**src/design/moving_average_filter_defines.svh**
```systemverilog
// Assertion macros shared by the filter RTL.
`ifndef MOVING_AVERAGE_FILTER_DEFINES_SVH
`define MOVING_AVERAGE_FILTER_DEFINES_SVH

`ifndef SYNTHESIS
`define MAF_ASSERT_SAME(label, ante, cons) \
    label: assert property (@(posedge clk) disable iff (!rst_n) (ante) |-> (cons)) \
        else $error("moving average filter check failed");
`define MAF_ASSERT_NEXT(label, ante, cons) \
    label: assert property (@(posedge clk) disable iff (!rst_n) (ante) |=> (cons)) \
        else $error("moving average filter check failed");
`else
`define MAF_ASSERT_SAME(label, ante, cons)
`define MAF_ASSERT_NEXT(label, ante, cons)
`endif

`endif

```
**src/design/maf_pkg.sv**
```systemverilog
package maf_pkg;

    localparam int RING_DEPTH   = 32;
    localparam int SAMPLE_WIDTH = 16;

    localparam int SLOT_WIDTH  = $clog2(RING_DEPTH);
    localparam int LEN_WIDTH   = $clog2(RING_DEPTH + 1);
    localparam int SUM_WIDTH   = SAMPLE_WIDTH + SLOT_WIDTH;
    localparam int COUNT_WIDTH = $clog2(SUM_WIDTH);

    localparam int CFG_WIDTH   = 6;
    localparam int ADDR_WIDTH  = 3;
    localparam int DATA_WIDTH  = 32;
    localparam int TDATA_WIDTH = ((SAMPLE_WIDTH + 7) / 8) * 8;

    localparam logic [CFG_WIDTH-1:0] WINDOW_LENGTH_RESET = CFG_WIDTH'(10);
    localparam logic [0:0]           REG_WINDOW_LENGTH   = 1'b0;

endpackage

```
**src/design/moving_average_filter.sv**
```systemverilog
// Boxcar moving average over the last window_length samples.
// An accepted sample goes through the update state, the bit-serial divider (21 steps) and
// the done state; s_tready is high only in idle, so one sample is in flight at a time.
// Reset (rst_n, asynchronous, active low) sets window_length to 10 and clears the
// sum, the write slot and the ring valid bits; a window_length write clears them too.
`include "moving_average_filter_defines.svh"

module moving_average_filter
(
    input  logic                              clk,
    input  logic                              rst_n,
    // s_tdata fields from bit 0: sample
    input  logic                              s_tvalid,
    output logic                              s_tready,
    input  logic [maf_pkg::TDATA_WIDTH-1:0]   s_tdata,
    // m_tdata fields from bit 0: mean
    output logic                              m_tvalid,
    input  logic                              m_tready,
    output logic [maf_pkg::TDATA_WIDTH-1:0]   m_tdata,
    input  logic                              psel,
    input  logic                              penable,
    input  logic                              pwrite,
    input  logic [maf_pkg::ADDR_WIDTH-1:0]    paddr,
    input  logic [maf_pkg::DATA_WIDTH-1:0]    pwdata,
    output logic [maf_pkg::DATA_WIDTH-1:0]    prdata,
    output logic                              pready
);

    localparam logic [1:0] ST_IDLE   = 2'd0;
    localparam logic [1:0] ST_UPDATE = 2'd1;
    localparam logic [1:0] ST_DIV    = 2'd2;
    localparam logic [1:0] ST_DONE   = 2'd3;

    localparam int SW = maf_pkg::SAMPLE_WIDTH;
    localparam int UW = maf_pkg::SUM_WIDTH;
    localparam int LW = maf_pkg::LEN_WIDTH;
    localparam int PW = maf_pkg::SLOT_WIDTH;
    localparam int CW = maf_pkg::COUNT_WIDTH;

    logic [1:0]                      state_reg, state_next;
    logic [maf_pkg::CFG_WIDTH-1:0]   window_length_reg, window_length_next;
    logic [PW-1:0]                   write_slot_reg, write_slot_next;
    logic signed [UW-1:0]            window_sum_reg, window_sum_next;
    logic [maf_pkg::RING_DEPTH-1:0]  ring_valid_reg, ring_valid_next;
    logic signed [SW-1:0]            sample_reg, sample_next;
    logic [UW-1:0]                   quo_reg, quo_next;
    logic [LW-1:0]                   rem_reg, rem_next;
    logic [CW-1:0]                   count_reg, count_next;
    logic                            neg_reg, neg_next;
    logic                            m_tvalid_reg, m_tvalid_next;
    logic [SW-1:0]                   mean_reg, mean_next;

    logic signed [SW-1:0]            ring_mem [maf_pkg::RING_DEPTH];
    logic signed [SW-1:0]            ring_rd_reg;
    logic                            rd_valid_reg;

    logic                            cfg_write;
    logic                            in_accept;
    logic [LW-1:0]                   eff_len;
    logic [PW-1:0]                   cur_slot;
    logic [LW-1:0]                   slot_plus;
    logic signed [SW-1:0]            old_sample;
    logic [LW:0]                     trial;
    logic [UW-1:0]                   quo_signed;

    assign pready    = 1'b1;
    assign prdata    = maf_pkg::DATA_WIDTH'(window_length_reg);
    assign cfg_write = psel && penable && pwrite && (paddr[2] == maf_pkg::REG_WINDOW_LENGTH);
    assign s_tready  = (state_reg == ST_IDLE);
    assign in_accept = s_tvalid && s_tready;
    assign m_tvalid  = m_tvalid_reg;
    assign m_tdata   = maf_pkg::TDATA_WIDTH'(mean_reg);

    always_comb
    begin
        if (window_length_reg == '0)
        begin
            eff_len = LW'(1);
        end
        else if (32'(window_length_reg) > 32'(maf_pkg::RING_DEPTH))
        begin
            eff_len = LW'(maf_pkg::RING_DEPTH);
        end
        else
        begin
            eff_len = LW'(window_length_reg);
        end
    end

    assign cur_slot   = (LW'(write_slot_reg) >= eff_len) ? '0 : write_slot_reg;
    assign slot_plus  = LW'(write_slot_reg) + LW'(1);
    assign old_sample = rd_valid_reg ? ring_rd_reg : '0;
    assign trial      = {rem_reg, quo_reg[UW-1]};
    assign quo_signed = neg_reg ? (~quo_reg + UW'(1)) : quo_reg;

    always_comb
    begin
        state_next         = state_reg;
        window_length_next = window_length_reg;
        write_slot_next    = write_slot_reg;
        window_sum_next    = window_sum_reg;
        ring_valid_next    = ring_valid_reg;
        sample_next        = sample_reg;
        quo_next           = quo_reg;
        rem_next           = rem_reg;
        count_next         = count_reg;
        neg_next           = neg_reg;
        m_tvalid_next      = m_tvalid_reg;
        mean_next          = mean_reg;

        if (m_tvalid_reg && m_tready)
        begin
            m_tvalid_next = 1'b0;
        end

        case (state_reg)
            ST_IDLE:
            begin
                if (in_accept)
                begin
                    sample_next     = s_tdata[SW-1:0];
                    write_slot_next = cur_slot;
                    state_next      = ST_UPDATE;
                end
            end
            ST_UPDATE:
            begin
                window_sum_next = window_sum_reg - UW'(old_sample) + UW'(sample_reg);
                ring_valid_next[write_slot_reg] = 1'b1;
                write_slot_next = (slot_plus >= eff_len) ? '0 : slot_plus[PW-1:0];
                neg_next   = window_sum_next[UW-1];
                quo_next   = window_sum_next[UW-1] ? (~window_sum_next + UW'(1))
                                                   : window_sum_next;
                rem_next   = '0;
                count_next = CW'(UW - 1);
                state_next = ST_DIV;
            end
            ST_DIV:
            begin
                if (trial >= {1'b0, eff_len})
                begin
                    rem_next = LW'(trial - {1'b0, eff_len});
                    quo_next = {quo_reg[UW-2:0], 1'b1};
                end
                else
                begin
                    rem_next = trial[LW-1:0];
                    quo_next = {quo_reg[UW-2:0], 1'b0};
                end
                count_next = count_reg - CW'(1);
                if (count_reg == '0)
                begin
                    state_next = ST_DONE;
                end
            end
            ST_DONE:
            begin
                if (!m_tvalid_reg || m_tready)
                begin
                    mean_next     = quo_signed[SW-1:0];
                    m_tvalid_next = 1'b1;
                    state_next    = ST_IDLE;
                end
            end
            default:
            begin
                state_next = ST_IDLE;
            end
        endcase

        if (cfg_write)
        begin
            window_length_next = pwdata[maf_pkg::CFG_WIDTH-1:0];
            ring_valid_next    = '0;
            write_slot_next    = '0;
            window_sum_next    = '0;
        end
    end

    always_ff @(posedge clk or negedge rst_n)
    begin
        if (!rst_n)
        begin
            state_reg         <= ST_IDLE;
            window_length_reg <= maf_pkg::WINDOW_LENGTH_RESET;
            write_slot_reg    <= '0;
            window_sum_reg    <= '0;
            ring_valid_reg    <= '0;
            m_tvalid_reg      <= 1'b0;
        end
        else
        begin
            state_reg         <= state_next;
            window_length_reg <= window_length_next;
            write_slot_reg    <= write_slot_next;
            window_sum_reg    <= window_sum_next;
            ring_valid_reg    <= ring_valid_next;
            m_tvalid_reg      <= m_tvalid_next;
        end
    end

    always_ff @(posedge clk)
    begin
        sample_reg <= sample_next;
        quo_reg    <= quo_next;
        rem_reg    <= rem_next;
        count_reg  <= count_next;
        neg_reg    <= neg_next;
        mean_reg   <= mean_next;
    end

    always_ff @(posedge clk)
    begin
        if (in_accept)
        begin
            ring_rd_reg  <= ring_mem[cur_slot];
            rd_valid_reg <= ring_valid_reg[cur_slot];
        end
        if (state_reg == ST_UPDATE)
        begin
            ring_mem[write_slot_reg] <= sample_reg;
        end
    end

    `MAF_ASSERT_NEXT(a_accept_to_update, in_accept && !cfg_write, state_reg == ST_UPDATE)
    `MAF_ASSERT_SAME(a_rem_below_len, state_reg == ST_DIV, rem_reg < eff_len)
    `MAF_ASSERT_NEXT(a_done_loads_out, (state_reg == ST_DONE) && (!m_tvalid_reg || m_tready),
                     m_tvalid && (state_reg == ST_IDLE))

endmodule

```
**config.mk**
```make
export PLATFORM = sky130hd
export DESIGN_NAME = moving_average_filter
export DESIGN_NICKNAME = d
export VERILOG_FILES = /design/src/design/maf_pkg.sv /design/src/design/moving_average_filter.sv
export VERILOG_INCLUDE_DIRS = /design/src /design/src/design
export SDC_FILE = /design/constraint.sdc
export NUM_CORES = 1
export LEC_CHECK = 0
export ABC_CLOCK_PERIOD_IN_PS = 4800
export BUFFER_PORTS_ARGS = -buffer_cell sky130_fd_sc_hd__buf_2
export CORE_MARGIN = 2
export CORE_UTILIZATION = 35
export CTS_CLUSTER_DIAMETER = 100
export DETAILED_ROUTE_END_ITERATION = 16
export GPL_TIMING_DRIVEN = 0
export PLACE_DENSITY_LB_ADDON = 0.15
export SETUP_SLACK_MARGIN = 0.5
export SLEW_MARGIN = 10
export SYNTH_ARGS = -nofsm -noshare
export SYNTH_HDL_FRONTEND = slang
export SYNTH_SLANG_ARGS = --single-unit
```
**constraint.sdc**
```tcl
create_clock -name clk -period 4.8 [get_ports clk]
set_input_delay 0.48 -clock clk [delete_from_list [all_inputs] [get_ports clk]]
set_output_delay 0.48 -clock clk [all_outputs]
set_load 0.005 [all_outputs]
```
==> results of run 1 <==
area by class of cell:
| class | instances | area, sq um | share of cell area |
|---|---|---|---|
| multi-input cells | 1227 | 9812 | 0.2721 |
| flip-flops and latches | 661 | 19520 | 0.5412 |
| plain buffers | 148 | 770.7 | 0.02137 |
| clock buffers | 106 | 2077 | 0.05760 |
| repair buffers | 155 | 1718 | 0.04764 |
| well taps | 1134 | 1419 | 0.03935 |
| inverters | 117 | 444.2 | 0.01232 |
| clock inverters | 31 | 302.8 | 0.008397 |
stage by stage:
stage / power, mW / instances / worst slack, ns / util
after floorplan: 15.90 / 2153 / 0.5130 / -
after global placement: 19.49 / 3340 / -1.706 / 0.3758
after detailed placement: 19.87 / 3401 / -1.325 / 0.3900
after CTS: 26.15 / 3562 / 0.5006 / 0.4251
after global routing: 28.65 / 3579 / 0.4132 / 0.4302
final: 27.06 / 3579 / 0.5746 / 0.4302
how the worst max path moves through the flow:
| stage | end | cells after the start |
|---|---|---|
| floorplan | quo_reg[19]$_DFFE_PP_ | 13 |
| global placement | ring_rd_reg[7]$_DFFE_PP_ | 14 |
| detailed placement | write_slot_reg[2]$_DFFE_PN0P_ | 14 |
| CTS | ring_rd_reg[9]$_DFFE_PP_ | 15 |
| global route | quo_reg[18]$_DFFE_PP_ | 15 |
| finish | quo_reg[19]$_DFFE_PP_ | 15 |
worst max-delay path, cell delays in order, from the launching register on:
cell and delay [ns]:
edfxtp_1 0.41, buf_6 0.16, buf_4 0.14, and2_1 0.16, fa_1 0.48, inv_1 0.04, ha_1 0.27, buf_4 0.17
and2_1 0.19, and3_1 0.22, a22o_1 0.27, o21a_1 0.31, o211ai_1 0.47, nor4b_1 0.39, o311a_1 0.25, a211oi_2 0.04
metal layers:
layer  GRT usage  share of wire  vias up
met3     0.02646          0.047      118
met2      0.3387           0.48      539
met1      0.2709           0.44     9633
li1            -              -     8557
met5           0              0        -
met4     0.07032          0.032        0
synthesized netlist by cell type (27+ instances only):
master and n:
dfrtp_1 65, buf_4 27, mux2i_1 39, o21ai_0 69, and2_1 55, a2bb2oi_1 34, nand2_1 134, inv_1 113
nor2_1 194, a211oi_1 42, clkbuf_1 96, xnor2_1 32, o22ai_1 64, ha_1 50, edfxtp_1 594, mux4_2 68
o211ai_1 29, a21oi_1 85
cells in the final DEF, fill, tap and decap left out, drive strengths merged, types with 56 or more instances in the layout:
cell,n
nand2,134
edfxtp,594
a21oi,85
clkbuf,199
o21ai,73
mux4,68
nor2,194
buf,198
and2,56
o22ai,64
dfrtp,65
inv,118
report_power, final:
group / internal, mW / leakage [nW] / switching (mW)
Sequential: 7.42 / 6.24 / 0.330
Combinational: 5.52 / 5.19 / 8.21
Clock: 3.25 / 1.14 / 2.33
logic make-up after synthesis:
group,count (synthesis),share of synthesized area
DFF,661,0.6568
adders and majority gates,71,0.03520
other,2,0.0002527
xor gates and xnor gates,37,0.01091
muxes,125,0.07150
and+or+nand+nor,494,0.07655
buffers and inverters,265,0.03773
AOI/OAI and AO/OA,473,0.1111
repair_timing:
action	CTS	global route
hold endpoints to repair	27	0
gates resized for setup	92	88
pin swaps	7	28
setup endpoints to repair	148	38
gates cloned	0	1
hold buffers	11	0
setup buffers	13	16
==> impl_results.md, run 1 <==
- Outcome: finished clean
- Bufs on Longest Clock Path: 3
- Total negative setup slack: 0 ns
- Clock root buffer: clkbuf_16
- Die Wd: 295.4 um
- Core ar.: 0.08382 sq mm
- Layout area overhead: 21.35%
- Initial Util: 0.3545
- Final ANT Viol Nets: 0
- Top FF cell, synth: edfxtp_1
- Post-synth EDFFs: 594
- Yosys reg bits: 661
- Wire per inst: 24.73 um
- CP Capture Type: flop
- Hold EP: sample_reg[11]$_DFFE_PP_
- Std-Cell Rows: 106
- TritonCTS Sinks: 661
- Vias in the first global route: 18.96k
- Die area: 0.08725 sq mm
- R2R depth: 15
- Peak supply drop: 0.3679 mV
- Area leader, netlist: edfxtp_1
- Ratio of cells with drive above 1 in the final layout: 0.2204
- Hold path cells: 1
- Routability cong.: 0.9647
- DR vias: 18.85k
- Routed WL: 88520 um
- Pleak: 12.57 nW
- Post-route DRC: 0
- Power Density: 750.5 mW/mm^2
- Global-route wire length before repair: 128300 um
- Worst EP arrival: 4.59 ns
- Buffers added on ports: 53
- Syn. warnings: 0
- Fin crit share: 0.8803
- Cell variety after synth: 86
- Drt initial violations: 1519
- Die height: 295.4 um
- Crit start category: flop
- Setup CP Type: reg2reg
- Final slew viol count: 0
- Synth area leaders: edfxtp_1, dfrtp_1, mux4_2
- Reg-to-Reg End: quo_reg[19]$_DFFE_PP_
- Worst-Margin Slew: 0.9887 ns
- Design area: 0.03606 sq mm
- RR Startpoint: rd_valid_reg$_DFFE_PP_
- Crit Path Max Fanout: 7
- Antenna fix cells: 0
- Synth Area per Inst: 13.96 sq um
- Largest register FFs: 512
- Final Hold Vio Count: 0
- Cells after Synth: 2128
- Post-Syn Area: 0.02971 sq mm
- Reg2reg setup slack: 0.57 ns
- CTS buffer count: 74
- H-tree Lvls: 3
- Worst hold start: s_tdata[11]
- Worst hold path type: in2reg
- Largest net degree at the start of global routing: 49
- Yosys top cell area share: 0.6003
- Max cap viols: 0
- Hold_ws: 0.03414 ns
- Clock Latency Late Sink: 0.63 ns
- Grt ovf: 0
- Initial antenna violation count: 1
- Reg clk slew, reported paths: 0.06 ns
- Post-synth ARST share: 0.1014
- Fmax achieved: 236.7 MHz
- Vias per cell: 5.266
- Half-perimeter wire length after placement: 64890 um
- IO Pins: 109
- Crit path from: rd_valid_reg$_DFFE_PP_
- Pre-Repair DR Iteration Count: 5
- Sequential share of the synthesized area: 0.6568
- Clk_skew: 0.03311 ns
- Rel. slew slack: 0.3408
- Final setup violation count: 0
- Fill cells: 7651
- Min Tclk post-route: 4.225 ns
- CTS tree: done
- Placed Area: 0.03269 sq mm
- Unrepaired setup endpoints after global routing: true
- Nets: 2513
- Overall routing resource usage: 0.2023
- Data required time at the worst endpoint: 5.17 ns
Note: power is estimated with default switching activity, not from simulation.
==> run 2: changes to the inputs <==
--- a/config.mk
+++ b/config.mk
@@ -8,7 +8,7 @@
 export LEC_CHECK = 0
 export ABC_CLOCK_PERIOD_IN_PS = 4800
 export BUFFER_PORTS_ARGS = -buffer_cell sky130_fd_sc_hd__buf_2
-export CORE_MARGIN = 2
+export CORE_MARGIN = 1.5
 export CORE_UTILIZATION = 35
 export CTS_CLUSTER_DIAMETER = 100
 export DETAILED_ROUTE_END_ITERATION = 16
==> run 2 against run 1 <==
  * Via count rose by 0.56%
  * Largest power group unchanged
  * Sequential power barely moved
  * Clock skew rose by 0.0062 ns
  * Cell area fell by 0.20%
  * Critical endpoint unchanged
  * Wire length rose by 0.12%
  * Clock power rose by 2%
  * Hold slack got worse by 0.0078 ns
  * Worst setup slack got worse by 0.062 ns
  * Global-route usage rose by 0.23 points
  * Critical path depth fell by 1
  * Combinational power fell by 3%
==> impl_results.md, run 2 (synthesis gave the netlist of run 1 again) <==
- Die Wd: 294.4 um (-0.34%)
- Leading cell type in the layout, fill and taps excluded: edfxtp_1
- Power Density: 742.8 mW/mm^2 (-1.0%)
- Crit Path Max Fanout: 6 (-1)
- Largest register FFs: 512 (unchanged)
- Peak supply drop: 0.4523 mV (+23%)
- Non-Filler Instances: 3573 (-0.17%)
- DR vias: 18.95k (+0.56%)
- Overall routing resource usage: 0.2046 (+0.002260)
- Worst hold path type: in2reg
- Total negative setup slack: 0 ns (unchanged)
- Fmax achieved: 233.3 MHz (-1.4%)
- Std-Cell Rows: 106 (unchanged)
- H-tree Lvls: 3 (unchanged)
- Final setup violation count: 0 (unchanged)
- Worst-path cell chain: buf_4 > and2_4 > fa_1 > inv_2 > ha_4 > and2b_2 > o2111ai_4 > nand4b_1 > and3_4 > or4_4 > buf_6 > or4_4 > o311a_1 > a211oi_2
- Reg clk slew, reported paths: 0.06 ns (about the same)
- IO Pins: 109 (unchanged)
- CTS buffer count: 74 (unchanged)
- Largest net degree at the start of global routing: 49 (unchanged)
- Post-route DRC: 0 (unchanged)
- TritonCTS Sinks: 661 (unchanged)
- Pre-Repair DR Iteration Count: 6 (+1)
- Die area: 0.08666 sq mm (-0.68%)
- Fill cells: 7611 (-0.52%)
- Vias in the first global route: 19.11k (+0.75%)
- Design area: 0.03599 sq mm (-0.20%)
- Core ar.: 0.08382 sq mm (unchanged)
- Clk_skew: 0.03932 ns (+0.006202 ns)
- Post-layout util: 0.4293 (-0.0008660)
- Pleak: 12.57 nW (about the same)
- Worst path most repeated cell: or4_4
- Clock Latency Late Sink: 0.63 ns (about the same)
- Final ANT Viol Nets: 0 (unchanged)
- Routed WL: 88620 um (+0.12%)
- Fin crit share: 0.8932 (+0.01289)
- Hold_ws: 0.02632 ns (-0.007824 ns)
- Placed Area: 0.03263 sq mm (-0.19%)
- Rel. slew slack: 0.3351 (-0.005731)
- Ratio of cells with drive above 1 in the final layout: 0.2191 (-0.001328)
- Grt ovf: 0 (unchanged)
- Placed cell count: 3398 (-0.088%)
- Unrepaired setup endpoints after global routing: true
- Clock root buffer: clkbuf_16
- Worst-Margin Slew: 0.9973 ns (+0.008597 ns)
- CP Capture Type: flop
- Wire per inst: 24.80 um (+0.28%)
- Final slew viol count: 0 (unchanged)
- Die height: 294.4 um (-0.34%)
- Max cap viols: 0 (unchanged)
- Global-route wire length before repair: 129300 um (+0.74%)
- Most frequent cells in the layout: edfxtp_1, nor2_1, nand2_1
- Final Hold Vio Count: 0 (unchanged)
- Data required time at the worst endpoint: 5.28 ns (+0.11 ns)
- Setup CP Type: reg2reg
- Vias per cell: 5.304 (+0.73%)
- Routability cong.: 1.004 (+4.1%)
- Layout area overhead: 21.11%
- Buffers added on ports: 53 (unchanged)
- Initial Util: 0.3545 (unchanged)
- CP max-delay cell: or4_4
- CTS tree: done
- Outcome: finished clean
- Max stage delay on crit path: 0.52 ns (+0.04 ns)
- Crit start category: flop
- Nets: 2508 (-0.20%)
- Half-perimeter wire length after placement: 64420 um (-0.72%)
- Min Tclk post-route: 4.287 ns (+0.06188 ns)
- Drt initial violations: 1496 (-1.5%)
- Bufs on Longest Clock Path: 3 (unchanged)
- Worst EP arrival: 4.77 ns (+0.18 ns)
- Initial antenna violation count: 1 (unchanged)
[run 2: changes by cell type in the layout (fill, tap and decap cells not counted), sizes merged, moves of 2 or more]
cell,delta
bufinv,+3
diode,+2
buf,-4
clkbuf,-14
clkinv,+6
[run 2: final timing paths]
kind | slack (ns) | to | cells past startpoint | startpoint
min reg2reg | 0.48 | window_length_reg[1]$_DFFE_PN1P_ | 2 | window_length_reg[1]$_DFFE_PN1P_
max | 0.51 | quo_reg[19]$_DFFE_PP_ | 14 | rd_valid_reg$_DFFE_PP_
min in group asynchronous | 0.30 | window_length_reg[4]$_DFFE_PN0P_ | 2 | rst_n
max reg2reg | 0.51 | quo_reg[19]$_DFFE_PP_ | 14 | rd_valid_reg$_DFFE_PP_
max in group asynchronous | 3.87 | ring_valid_reg[3]$_DFFE_PN0P_ | 3 | rst_n
min | 0.03 | sample_reg[10]$_DFFE_PP_ | 1 | s_tdata[10]
[run 2: routing by layer]
layer,up-vias,track usage,wire length [um]
met4,0,0.07531,3014
li1,8556,-,-
met3,131,0.02602,4090
met1,9704,0.2695,38410
met5,-,0,0
met2,561,0.3455,43110
[run 2: where the power goes]
group,switching (mW),leakage [nW],internal (mW)
Combinational,8.07,5.14,5.20
Sequential,0.335,6.24,7.42
Clock,2.40,1.19,3.31
[run 2: final cells by class]
cell class | count | area [sq um] | area share
diodes | 2 | 5.005 | 0.0001391
plain buffers | 148 | 758.2 | 0.02107
clock buffers | 94 | 1957 | 0.05438
clock inverters | 40 | 503.0 | 0.01398
inverters | 117 | 444.2 | 0.01234
multi-input cells | 1227 | 9732 | 0.2704
flip-flops and latches | 661 | 19520 | 0.5423
well taps | 1134 | 1419 | 0.03943
repair buffers | 150 | 1653 | 0.04593
[run 2: what timing repair did]
item / CTS / global route
setup endpoints to repair: 121 / 38
gates resized for setup: 92 / 67
endpoints found under the hold margin: 28 / 0
pin swaps: 7 / 10
setup buffers: 16 / 11
hold buffers: 12 / 0
[run 2: critical path, delay by kind of cell, from the launching register on]
kind,cells,cell delay [ns]
simple gates,6,1.73
flops,1,0.48
fa+ha+maj,2,0.75
buf+inv,3,0.37
compound gates,3,0.80
[run 2: through the flow]
stage | power (mW) | setup slack (ns)
2_1_floorplan | 15.90 | 0.5130
3_3_place_gp | 19.45 | -1.821
3_5_place_dp | 19.83 | -1.394
4_1_cts | 26.29 | 0.4600
5_1_grt | 28.26 | 0.3567
6_report | 26.73 | 0.5128
